--- config.mk ---
export PLATFORM = sky130hd
export DESIGN_NAME = hex_record_encoder_core
export DESIGN_NICKNAME = d
export VERILOG_FILES = /design/src/rtl/core/hre_pkg.sv /design/src/rtl/core/hex_record_encoder_core.sv
export SDC_FILE = /design/constraint.sdc
export NUM_CORES = 1
export LEC_CHECK = 0
export BUFFER_PORTS_ARGS = -buffer_cell sky130_fd_sc_hd__buf_2
export CAP_MARGIN = 20
export CORE_AREA = 3 3 152 110
export CTS_BUF_LIST = sky130_fd_sc_hd__clkbuf_4 sky130_fd_sc_hd__clkbuf_8
export DETAILED_ROUTE_END_ITERATION = 6
export DIE_AREA = 0 0 155 113
export GPL_TIMING_DRIVEN = 0
export PLACE_DENSITY = 0.79
export RECOVER_POWER = 100
export SYNTH_ARGS = -nofsm -noshare
export SYNTH_HDL_FRONTEND = slang
export SYNTH_SLANG_ARGS = --single-unit
--- constraint.sdc ---
create_clock -name clk -period 8.5 [get_ports clk]
set_input_delay 1.275 -clock clk [delete_from_list [all_inputs] [get_ports clk]]
set_output_delay 1.275 -clock clk [all_outputs]
set_load 0.005 [all_outputs]
--- src/rtl/core/hre_pkg.sv ---
// types, character codes and helper functions for the hex record encoder
package hre_pkg;

  // command codes of an input word
  typedef enum logic [1:0] {
    CMD_HEADER = 2'd0,
    CMD_DATA   = 2'd1,
    CMD_END    = 2'd2
  } cmd_t;

  // one ASCII character of record text
  typedef logic [6:0] char_t;

  // most characters one input word can cause
  localparam int unsigned MaxChars = 12;

  // longest S19 data record that still fits the count byte
  localparam logic [7:0] S19_MAX_LEN = 8'd252;

  localparam char_t CHAR_COLON   = 7'h3A;
  localparam char_t CHAR_S       = 7'h53;
  localparam char_t CHAR_ONE     = 7'h31;
  localparam char_t CHAR_ZERO    = 7'h30;
  localparam char_t CHAR_NEWLINE = 7'h0A;

  // end-of-file records, newline included
  localparam char_t IHX_END [MaxChars] = '{
    7'h3A, 7'h30, 7'h30, 7'h30, 7'h30, 7'h30,
    7'h30, 7'h30, 7'h31, 7'h46, 7'h46, 7'h0A
  };
  localparam logic [3:0] IHX_END_LEN = 4'd12;

  localparam char_t S19_END [MaxChars] = '{
    7'h53, 7'h39, 7'h30, 7'h33, 7'h30, 7'h30,
    7'h30, 7'h30, 7'h46, 7'h43, 7'h0A, 7'h00
  };
  localparam logic [3:0] S19_END_LEN = 4'd11;

  // upper-case hex digit of one nibble
  function automatic char_t hex_char(input logic [3:0] nib);
    char_t c;
    if (nib < 4'd10) begin
      c = 7'h30 + {3'b000, nib};
    end else begin
      c = 7'h37 + {3'b000, nib};
    end
    return c;
  endfunction

endpackage

--- src/rtl/core/hex_record_encoder_core.sv ---
// hex record encoder: load records in, Intel HEX or S19 text out, one character a word
//
//   port group  | direction | handshake           | contents
//   in_*        | input     | in_valid / in_stall   | cmd, record length, address, data byte
//   out_*       | output    | out_valid / out_stall | one character, last-of-word flag
//   cfg_*       | input     | cfg_valid / cfg_ready | output format (0 Intel HEX, 1 S19)
//
// each input word is decoded into the buffer; its characters leave at one per cycle
// unless out_stall holds them; a word has 2 to 12 characters, a dropped word none
// the character buffer between the decode and the output register sets that rate
// the next word is taken in the cycle its predecessor's last character moves out
// reset (synchronous, rst_n low) closes any open record and selects Intel HEX
// out_stall holds the output register; the buffer and then in_stall back up behind it
module hex_record_encoder_core (
  input  logic        clk,
  input  logic        rst_n,
  // input words
  input  logic        in_valid,
  output logic        in_stall,
  input  logic [1:0]  in_cmd,
  input  logic [7:0]  in_record_length,
  input  logic [15:0] in_load_address,
  input  logic [7:0]  in_data_byte,
  // result words
  output logic        out_valid,
  input  logic        out_stall,
  output logic [6:0]  out_char,
  output logic        out_last_of_item,
  // configuration
  input  logic        cfg_valid,
  output logic        cfg_ready,
  input  logic        cfg_output_format
);

  // registers
  logic                 fmt_r, fmt_nxt;
  logic [7:0]           sum_r, sum_nxt;
  logic [7:0]           owed_r, owed_nxt;
  logic                 gen_valid_r, gen_valid_nxt;
  logic [3:0]           gen_idx_r, gen_idx_nxt;
  logic [3:0]           gen_cnt_r, gen_cnt_nxt;
  hre_pkg::char_t       gen_chars_r [hre_pkg::MaxChars];
  hre_pkg::char_t       gen_chars_nxt [hre_pkg::MaxChars];
  logic                 out_valid_r, out_valid_nxt;
  hre_pkg::char_t       out_char_r, out_char_nxt;
  logic                 out_last_r, out_last_nxt;

  // handshake terms
  logic                 in_accept;
  logic                 out_load;
  logic                 gen_last;

  // decode terms
  hre_pkg::cmd_t        cmd;
  logic                 hdr_ok, data_ok, end_ok, emit;
  logic                 hdr_empty, data_last;
  logic [7:0]           count_byte, hdr_sum, data_sum, cs_src, cs_byte;
  hre_pkg::char_t       chars [hre_pkg::MaxChars];
  logic [3:0]           char_cnt;

  assign cmd       = hre_pkg::cmd_t'(in_cmd);
  assign out_load  = !out_valid_r || !out_stall;
  assign gen_last  = (gen_idx_r == gen_cnt_r - 4'd1);
  assign in_stall  = gen_valid_r && !(out_load && gen_last);
  assign in_accept = in_valid && !in_stall;
  assign cfg_ready = 1'b1;

  // acceptance checks and running sums
  always_comb begin
    count_byte = fmt_r ? (in_record_length + 8'd3) : in_record_length;
    hdr_sum    = count_byte + in_load_address[15:8] + in_load_address[7:0];
    data_sum   = sum_r + in_data_byte;
    hdr_empty  = (in_record_length == 8'd0);
    data_last  = (owed_r == 8'd1);
    hdr_ok     = (cmd == hre_pkg::CMD_HEADER) && (owed_r == 8'd0) &&
                 !(fmt_r && (in_record_length > hre_pkg::S19_MAX_LEN));
    data_ok    = (cmd == hre_pkg::CMD_DATA) && (owed_r != 8'd0);
    end_ok     = (cmd == hre_pkg::CMD_END) && (owed_r == 8'd0);
    emit       = in_accept && (hdr_ok || data_ok || end_ok);
    cs_src     = (cmd == hre_pkg::CMD_HEADER) ? hdr_sum : data_sum;
    cs_byte    = fmt_r ? ~cs_src : (8'd0 - cs_src);
  end

  // character line of the incoming word
  always_comb begin
    for (int i = 0; i < hre_pkg::MaxChars; i++) begin
      chars[i] = hre_pkg::CHAR_ZERO;
    end
    char_cnt = 4'd0;
    case (cmd)
      hre_pkg::CMD_HEADER: begin
        if (fmt_r) begin
          chars[0]  = hre_pkg::CHAR_S;
          chars[1]  = hre_pkg::CHAR_ONE;
          chars[2]  = hre_pkg::hex_char(count_byte[7:4]);
          chars[3]  = hre_pkg::hex_char(count_byte[3:0]);
          chars[4]  = hre_pkg::hex_char(in_load_address[15:12]);
          chars[5]  = hre_pkg::hex_char(in_load_address[11:8]);
          chars[6]  = hre_pkg::hex_char(in_load_address[7:4]);
          chars[7]  = hre_pkg::hex_char(in_load_address[3:0]);
          chars[8]  = hre_pkg::hex_char(cs_byte[7:4]);
          chars[9]  = hre_pkg::hex_char(cs_byte[3:0]);
          chars[10] = hre_pkg::CHAR_NEWLINE;
          char_cnt  = hdr_empty ? 4'd11 : 4'd8;
        end else begin
          chars[0]  = hre_pkg::CHAR_COLON;
          chars[1]  = hre_pkg::hex_char(count_byte[7:4]);
          chars[2]  = hre_pkg::hex_char(count_byte[3:0]);
          chars[3]  = hre_pkg::hex_char(in_load_address[15:12]);
          chars[4]  = hre_pkg::hex_char(in_load_address[11:8]);
          chars[5]  = hre_pkg::hex_char(in_load_address[7:4]);
          chars[6]  = hre_pkg::hex_char(in_load_address[3:0]);
          chars[7]  = hre_pkg::CHAR_ZERO;
          chars[8]  = hre_pkg::CHAR_ZERO;
          chars[9]  = hre_pkg::hex_char(cs_byte[7:4]);
          chars[10] = hre_pkg::hex_char(cs_byte[3:0]);
          chars[11] = hre_pkg::CHAR_NEWLINE;
          char_cnt  = hdr_empty ? 4'd12 : 4'd9;
        end
      end
      hre_pkg::CMD_DATA: begin
        chars[0] = hre_pkg::hex_char(in_data_byte[7:4]);
        chars[1] = hre_pkg::hex_char(in_data_byte[3:0]);
        chars[2] = hre_pkg::hex_char(cs_byte[7:4]);
        chars[3] = hre_pkg::hex_char(cs_byte[3:0]);
        chars[4] = hre_pkg::CHAR_NEWLINE;
        char_cnt = data_last ? 4'd5 : 4'd2;
      end
      hre_pkg::CMD_END: begin
        for (int i = 0; i < hre_pkg::MaxChars; i++) begin
          chars[i] = fmt_r ? hre_pkg::S19_END[i] : hre_pkg::IHX_END[i];
        end
        char_cnt = fmt_r ? hre_pkg::S19_END_LEN : hre_pkg::IHX_END_LEN;
      end
      default: begin
        char_cnt = 4'd0;
      end
    endcase
  end

  // record state and format register
  always_comb begin
    fmt_nxt  = fmt_r;
    sum_nxt  = sum_r;
    owed_nxt = owed_r;
    if (cfg_valid && cfg_ready) begin
      fmt_nxt = cfg_output_format;
    end
    if (in_accept && hdr_ok) begin
      sum_nxt  = hdr_sum;
      owed_nxt = in_record_length;
    end else if (in_accept && data_ok) begin
      sum_nxt  = data_sum;
      owed_nxt = owed_r - 8'd1;
    end
  end

  // character buffer: drains one character per output load, refills on emit
  always_comb begin
    gen_valid_nxt = gen_valid_r;
    gen_idx_nxt   = gen_idx_r;
    gen_cnt_nxt   = gen_cnt_r;
    gen_chars_nxt = gen_chars_r;
    if (gen_valid_r && out_load) begin
      gen_idx_nxt = gen_idx_r + 4'd1;
      if (gen_last) begin
        gen_valid_nxt = 1'b0;
      end
    end
    if (emit) begin
      gen_valid_nxt = 1'b1;
      gen_idx_nxt   = 4'd0;
      gen_cnt_nxt   = char_cnt;
      gen_chars_nxt = chars;
    end
  end

  // output register
  always_comb begin
    out_valid_nxt = out_valid_r;
    out_char_nxt  = out_char_r;
    out_last_nxt  = out_last_r;
    if (out_load) begin
      out_valid_nxt = gen_valid_r;
      out_char_nxt  = gen_chars_r[gen_idx_r];
      out_last_nxt  = gen_last;
    end
  end

  // control registers
  always_ff @(posedge clk) begin
    if (!rst_n) begin
      fmt_r       <= 1'b0;
      sum_r       <= 8'd0;
      owed_r      <= 8'd0;
      gen_valid_r <= 1'b0;
      out_valid_r <= 1'b0;
    end else begin
      fmt_r       <= fmt_nxt;
      sum_r       <= sum_nxt;
      owed_r      <= owed_nxt;
      gen_valid_r <= gen_valid_nxt;
      out_valid_r <= out_valid_nxt;
    end
  end

  // payload registers
  always_ff @(posedge clk) begin
    gen_idx_r   <= gen_idx_nxt;
    gen_cnt_r   <= gen_cnt_nxt;
    gen_chars_r <= gen_chars_nxt;
    out_char_r  <= out_char_nxt;
    out_last_r  <= out_last_nxt;
  end

  assign out_valid        = out_valid_r;
  assign out_char         = out_char_r;
  assign out_last_of_item = out_last_r;

  // an empty buffer always takes a word
  a_empty_takes: assert property (@(posedge clk) disable iff (!rst_n)
    !gen_valid_r |-> !in_stall)
    else $error("input stalled with an empty character buffer");

  // a loaded line has between one and twelve characters
  a_line_len: assert property (@(posedge clk) disable iff (!rst_n)
    gen_valid_r |-> (gen_cnt_r != 4'd0) && (gen_cnt_r <= 4'd12) && (gen_idx_r < gen_cnt_r))
    else $error("character line length or index out of range");

  // a header into an open record leaves the record untouched
  a_hdr_drop: assert property (@(posedge clk) disable iff (!rst_n)
    in_accept && (cmd == hre_pkg::CMD_HEADER) && (owed_r != 8'd0)
    |=> $stable(owed_r) && $stable(sum_r))
    else $error("header changed an open record");

  // the last character of a line empties the buffer unless a new word arrives
  a_line_done: assert property (@(posedge clk) disable iff (!rst_n)
    gen_valid_r && out_load && gen_last && !emit |=> !gen_valid_r)
    else $error("buffer still valid after its last character");

  // a delivered last-of-word flag comes from the final index of the line
  a_last_flag: assert property (@(posedge clk) disable iff (!rst_n)
    gen_valid_r && out_load |=> out_valid_r && (out_last_r == $past(gen_last)))
    else $error("last-of-word flag does not match the line end");

endmodule
==> Yosys cells after proc, flatten, opt, wreduce, memory -nomap -nowiden <==
Index checks and enable logic that the tools add are counted.
W data, S select, Z words.
{ "totals": {"regBits": 119, "word_cells": 135} }
{ "classes": {"add_sub_neg": 28, "n_lt_le_gt_ge": 12, "n_eq_ne": 4, "muxes": 40, "bitwise": 2, "n_reduce_logical": 28} }
{ "op_table": {"columns": ["operator", "n"], "rows": [
  ["$add A6 B4 Y7 const A", 20],
  ["$mux W7", 15],
  ["$pmux W35 S3", 1],
  ["$pmux W49 S2", 1],
  ["$mux W77", 1],
  ["$mux W8", 7],
  ["$lt A4 B4 Y1 const B", 10],
  ["$bmux W7 S4", 1],
  ["$add A8 B8 Y8", 3],
  ["$logic_not A8 Y1", 2],
  ["$mux W3", 5],
  ["$logic_and A1 B1 Y1", 12],
  ["$pmux W4 S3", 1],
  ["$add A8 B2 Y8 const B", 1],
  ["$eq A8 B1 Y1 const B", 1],
  ["$gt A8 B8 Y1 const B", 1],
  ["$mux W4", 2],
  ["$not A8 Y8", 1],
  ["$reduce_bool A8 Y1", 1],
  ["$sub A1 B8 Y8 const A", 1],
  ["$sub A8 B1 Y8 const B", 1],
  ["$mux W6", 1],
  ["$reduce_bool A2 Y1", 3],
  ["$ge A5 B5 Y1 const B", 1],
  ["other kinds (12)", 21]
]} }

==> Depth between registers and ports, before layout <==
{ "logic_depth": {"ltp_word": 11, "ltp_mapped": 20, "mapped_depth_nobuf": 19} }

==> Least setup slack after synthesis <==
No wires, ideal clock.
{ "synth_timing": {"kind": "input-to-reg", "start": "input in_cmd[1]", "end": "register gen_chars_r[10] in the netlist's numbering, enable pin", "setup_time_ps": 560, "arrival_ps": 6214, "slack_ps": 1726, "path_stages": 5, "n_path_buf": 1, "path_cell_list": "nor2_1 clkbuf_1 o31ai_1 a21o_1 a21oi_1"} }
{ "synth_between": {"elab_chain_cells": 6} }
{ "synth_lines": {"columns": ["item", "line", "rtl"], "rows": [
  ["start, declared", "hex_record_encoder_core.sv:20", "input logic [1:0] in_cmd,"],
  ["$logic_not A2 Y1", "hex_record_encoder_core.sv:75", "hdr_ok = (cmd == hre_pkg::CMD_HEADER) && (owed_r == 8'd0) &&"],
  ["$logic_and A1 B1 Y1 (2 in series)", "hex_record_encoder_core.sv:75", null],
  ["$logic_or A1 B1 Y1", "hex_record_encoder_core.sv:79", "emit = in_accept && (hdr_ok || data_ok || end_ok);"],
  ["$logic_or A1 B1 Y1 (*)", "hex_record_encoder_core.sv:79", null],
  ["$logic_and A1 B1 Y1 (*)", "hex_record_encoder_core.sv:79", null],
  ["named net emit", "hex_record_encoder_core.sv:55", "logic hdr_ok, data_ok, end_ok, emit;"],
  ["end signal, assigned", "hex_record_encoder_core.sv:211", "gen_chars_r <= gen_chars_nxt;"],
  ["end, declared", "hex_record_encoder_core.sv:42", "hre_pkg::char_t gen_chars_r [hre_pkg::MaxChars];"]
]} }
Mark *: on every way through the listed nets, which the timed path passes. The rest lies on a longest branch.
A chain may end at the register's enable or synchronous reset.

==> PnR_summary.wiki <==
{| class="wikitable"
! Metric !! Value
|-
| Switching part of the total power || 38.7%
|-
| Post-synthesis sequential area ratio || a little over two fifths
|-
| Post-synthesis area per instance || 9.72 um^2
|-
| Count of flip-flops with a built-in enable after synthesis || 91
|-
| Critical path launch point type || primary input
|-
| Total congestion overflow || 0
|-
| TritonCTS sink count || about 110
|-
| Cell Count Post-Placement || around 1,000
|-
| Least-Margin Pin Slew || about 1.8 ns
|-
| Starting utilization of the core area || between 40% and 50%
|-
| Count of inserted antenna diode cells || 0
|-
| CTS buffer count || 17
|-
| Ordered cell list for the critical path || clkbuf_1 -> inv_1 -> ha_1 -> nand2b_1 -> xnor2_1 -> inv_1 -> fa_1 -> inv_1 -> ha_1 -> a211o_1 -> a21oi_1 -> o32ai_1 -> nor4b_1 -> xnor2_1 -> ha_1 -> nand3b_1 -> nor3b_1 -> nand3b_1 -> a21oi_1 -> o22ai_1
|-
| Portion of the clock cycle consumed by the worst path in the final layout || about four fifths
|-
| Number of cells upsized or downsized after cts || 0
|-
| Total net switching power || 910 uW
|-
| Global-route wire length before repair || 34.4 mm
|-
| Power consumption || roughly 2400 uW
|-
| Sequential share of power || between 30% and 40%
|-
| Post-CTS setup-driven buffer insertion count || 0
|-
| Post-Syn Nets || 864
|-
| Cell internal power dissipation || around 1400 uW
|-
| Pwr dens || roughly 280 nW/um^2
|-
| Leakage power || between 0.003 and 0.004 uW
|-
| Fin crit period || 6.73 ns
|-
| GP Congestion || about 1.0
|-
| Vias in the first global route || 6,096
|-
| Family of cells with the greatest summed delay on the critical path || adder cells
|-
| Result of the run || finished, violations left
|-
| Via Count || approximately 6,600
|-
| Leading cell type in the layout, fill and taps excluded || sky130_fd_sc_hd__edfxtp_1
|-
| Post-route setup slack || about 1.8 ns
|-
| Core Footprint || 15,400 um^2
|-
| Highest-count cells in the layout ignoring fill and taps || 91 x sky130_fd_sc_hd__edfxtp_1, 87 x sky130_fd_sc_hd__nor2_1, 67 x sky130_fd_sc_hd__nand2_1, 62 x sky130_fd_sc_hd__a21oi_1, 59 x sky130_fd_sc_hd__inv_1
|-
| Non-filler instance count after layout || ~1,100
|-
| Die width || approximately 160 um
|-
| Worst Setup Path Type || in -> reg
|-
| Wirelength per Cell || 20.9 um
|-
| Required @ worst endpoint || 8.65 ns
|-
| DPL Wire Length || between 15 and 20 mm
|-
| Netlist area before placement || about 7600 um^2
|-
| Max-capacitance violation count || 2
|-
| Max H-tree Level || 4
|-
| DRC || 0
|-
| CTS max path bufs || 2
|-
| Share of final-layout standard cells stronger than drive strength 1 || a little under an eighth
|-
| Buf+Inv Stages, Crit Path || 4
|-
| Data arrival time of the worst path || ~6.9 ns
|-
| Io pins || around 50
|-
| Source-to-sink clock delay at the later pin of the worst-skew pair || 0.44 ns
|-
| Chip Height || 113 um
|-
| Clock tree from TritonCTS || built
|-
| Antenna violations before repair || 0
|-
| Slew Limit Headroom || -19.0%
|-
| Crit path max fanout || 6
|-
| Buffer type at the clock tree root || sky130_fd_sc_hd__clkbuf_8
|-
| Ratio of routed vias to standard cells || between 6 and 7
|-
| Worst ir drop on vdd || around 0.10 mV
|-
| Worst clock skew on the final layout || around 0.013 ns
|-
| Critical Path Sink Type || flop
|-
| Final Hold Vio Count || 0
|-
| CP max stage delay || 0.90 ns
|-
| Worst min-delay path class || reg -> reg
|-
| Clock power share || 23.6%
|-
| Post-Syn Instances || 783
|-
| DRT iter0 DRCs || between 1,000 and 1,500
|-
| Failing checks || max-capacitance violations, max-slew violations
|-
| Die outline area || 17,500 um^2
|-
| Worst slack, placed || 2.06 ns
|-
| Number of distinct library cells after synthesis || 76
|-
| Ys async rst share || 0%
|-
| Number of warnings issued by yosys || 0
|-
| #FFs+latches synth || 114
|-
| Global-route total usage across every layer || 25.6%
|-
| Critical path's slowest cell || sky130_fd_sc_hd__nor4b_1
|-
| CTS Hold Bufs || 0
|-
| Final setup viols || 0
|-
| Detailed-router iteration count before antenna repair || 6
|-
| Growth of design area from synthesis to finish || 11.8%
|-
| Pin count of the biggest net entering global routing || 31
|-
| Clock transition time at the flip-flop clock pins of the worst setup and hold paths || ~0.080 ns
|-
| Depth of the worst hold-timing path || 2
|-
| Peak Freq || 0.149 GHz
|-
| Routed WL || roughly 22 mm
|-
| Reg2Reg Depth || 18
|-
| Max Slew Vio Count || between 50 and 60
|-
| Port Buffers || between 40 and 50
|-
| Proportion of power drawn by combinational gates || between 40% and 50%
|-
| Number of nets with antenna violations after routing || 0
|-
| Total number of cells along the worst setup path || 20
|-
| RSZ-0062 raised after global routing || no
|-
| Number of rows in the core area || 38
|-
| Number of nets in the finished design || just over 900
|-
| Ys flop type || sky130_fd_sc_hd__edfxtp_1
|}
power by group through the flow:
stage	clock (uW)	sequential, uW	combinational [uW]
after detailed placement	0	840	975
final	556	834	961
after global placement	0	862	919
after global routing	583	846	1050
after floorplan	0	846	677
after CTS	559	829	980
routing by layer:
layer	GRT usage (%)	wire [um]	vias up	share of wire, %
li1	-	-	3012	-
met1	39.6	9840	3142	44
met2	35.7	9210	428	41
met3	7.22	2860	49	13
met4	5.71	321	0	1.4
met5	0	0	-	0
area by class of cell:
| cell class | count | area (um^2) |
|---|---|---|
| buffer | 37 | 144 |
| tap | 200 | 250 |
| clock buffer | 18 | 248 |
| sequential | 114 | 3190 |
| inverter | 60 | 225 |
| timing repair buffer | 51 | 239 |
| clock inverter | 14 | 178 |
| multi-input combinational | 572 | 4030 |
| fill | 1377 | 6850 |
worst register-to-register path: stages, from the launching register on:
cell and delay, ns:
sky130_fd_sc_hd__dfxtp_1 0.46, sky130_fd_sc_hd__clkbuf_1 0.40, sky130_fd_sc_hd__o211ai_1 0.18, sky130_fd_sc_hd__xnor2_1 0.59, sky130_fd_sc_hd__inv_1 0.13, sky130_fd_sc_hd__fa_1 0.50, sky130_fd_sc_hd__inv_1 0.04, sky130_fd_sc_hd__ha_1 0.35
sky130_fd_sc_hd__or2_2 0.31, sky130_fd_sc_hd__a21oi_1 0.21, sky130_fd_sc_hd__o32ai_1 0.21, sky130_fd_sc_hd__nor4b_1 0.90, sky130_fd_sc_hd__xnor2_1 0.28, sky130_fd_sc_hd__ha_1 0.35, sky130_fd_sc_hd__nand3b_1 0.11, sky130_fd_sc_hd__nor3b_1 0.07
sky130_fd_sc_hd__nand3b_1 0.16, sky130_fd_sc_hd__a21oi_1 0.37, sky130_fd_sc_hd__o22ai_1 0.18
cells by family (layout without fill, tap and decap cells):
| family | Yosys count | count (layout) | share of synthesized area (%) |
|---|---|---|---|
| and+or+nand+nor | 236 | 236 | 14.3 |
| DFF | 114 | 114 | 42.0 |
| adders and majority gates | 41 | 41 | 7.63 |
| xor gates and xnor gates | 47 | 47 | 5.69 |
| AOI/OAI and AO/OA | 210 | 210 | 17.6 |
| other | 1 | 1 | 0.0493 |
| buffers and inverters | 97 | 180 | 4.88 |
| muxes | 37 | 37 | 7.91 |
cell usage after synthesis (18+ instances only):
cell type / number / area, um^2
sky130_fd_sc_hd__edfxtp_1: 91 / 2730
sky130_fd_sc_hd__xnor2_1: 34 / 298
sky130_fd_sc_hd__mux4_2: 18 / 405
sky130_fd_sc_hd__dfxtp_1: 23 / 460
sky130_fd_sc_hd__o21ai_0: 41 / 205
sky130_fd_sc_hd__a21oi_1: 62 / 310
sky130_fd_sc_hd__ha_1: 32 / 400
sky130_fd_sc_hd__clkbuf_1: 29 / 109
sky130_fd_sc_hd__inv_1: 59 / 221
sky130_fd_sc_hd__nor2_1: 87 / 327
sky130_fd_sc_hd__o22ai_1: 21 / 131
sky130_fd_sc_hd__nand2_1: 66 / 248
stage by stage:
stage | instance area, um^2 | utilization, % | hold WS [ns] | setup TNS [ns]
after detailed placement | 8180 | 53.3 | 0.454 | 0
final | 8510 | 55.4 | 0.467 | 0
after CTS | 8610 | 56.0 | 0.466 | 0
after global routing | 8510 | 55.4 | 0.489 | 0
after floorplan | 7610 | - | 0.437 | 0
after global placement | 8090 | 52.7 | 0.447 | -31.58
sequential cells by signal, summed over array words and instances, names as in the netlist:
| signal | cells |
|---|---|
| gen_chars_r | 79 |
| gen_cnt_r | 4 |
| out_last_of_item | 1 |
| sum_r | 8 |
| out_char | 7 |
| owed_r | 8 |
| gen_idx_r | 4 |
| gen_valid_r | 1 |
| fmt_r | 1 |
| out_valid | 1 |
worst paths after layout:
path / from / endpoint / slack (ns)
setup / recovery: in_record_length[0] / gen_chars_r[65]$_DFFE_PP_ / 1.77
hold / removal: sum_r[3]$_SDFFE_PN0P_ / sum_r[3]$_SDFFE_PN0P_ / 0.47
setup reg to reg: fmt_r$_SDFFE_PN0P_ / gen_chars_r[65]$_DFFE_PP_ / 2.42
hold reg to reg: sum_r[3]$_SDFFE_PN0P_ / sum_r[3]$_SDFFE_PN0P_ / 0.47
Note: power is estimated with default switching activity, not from simulation.
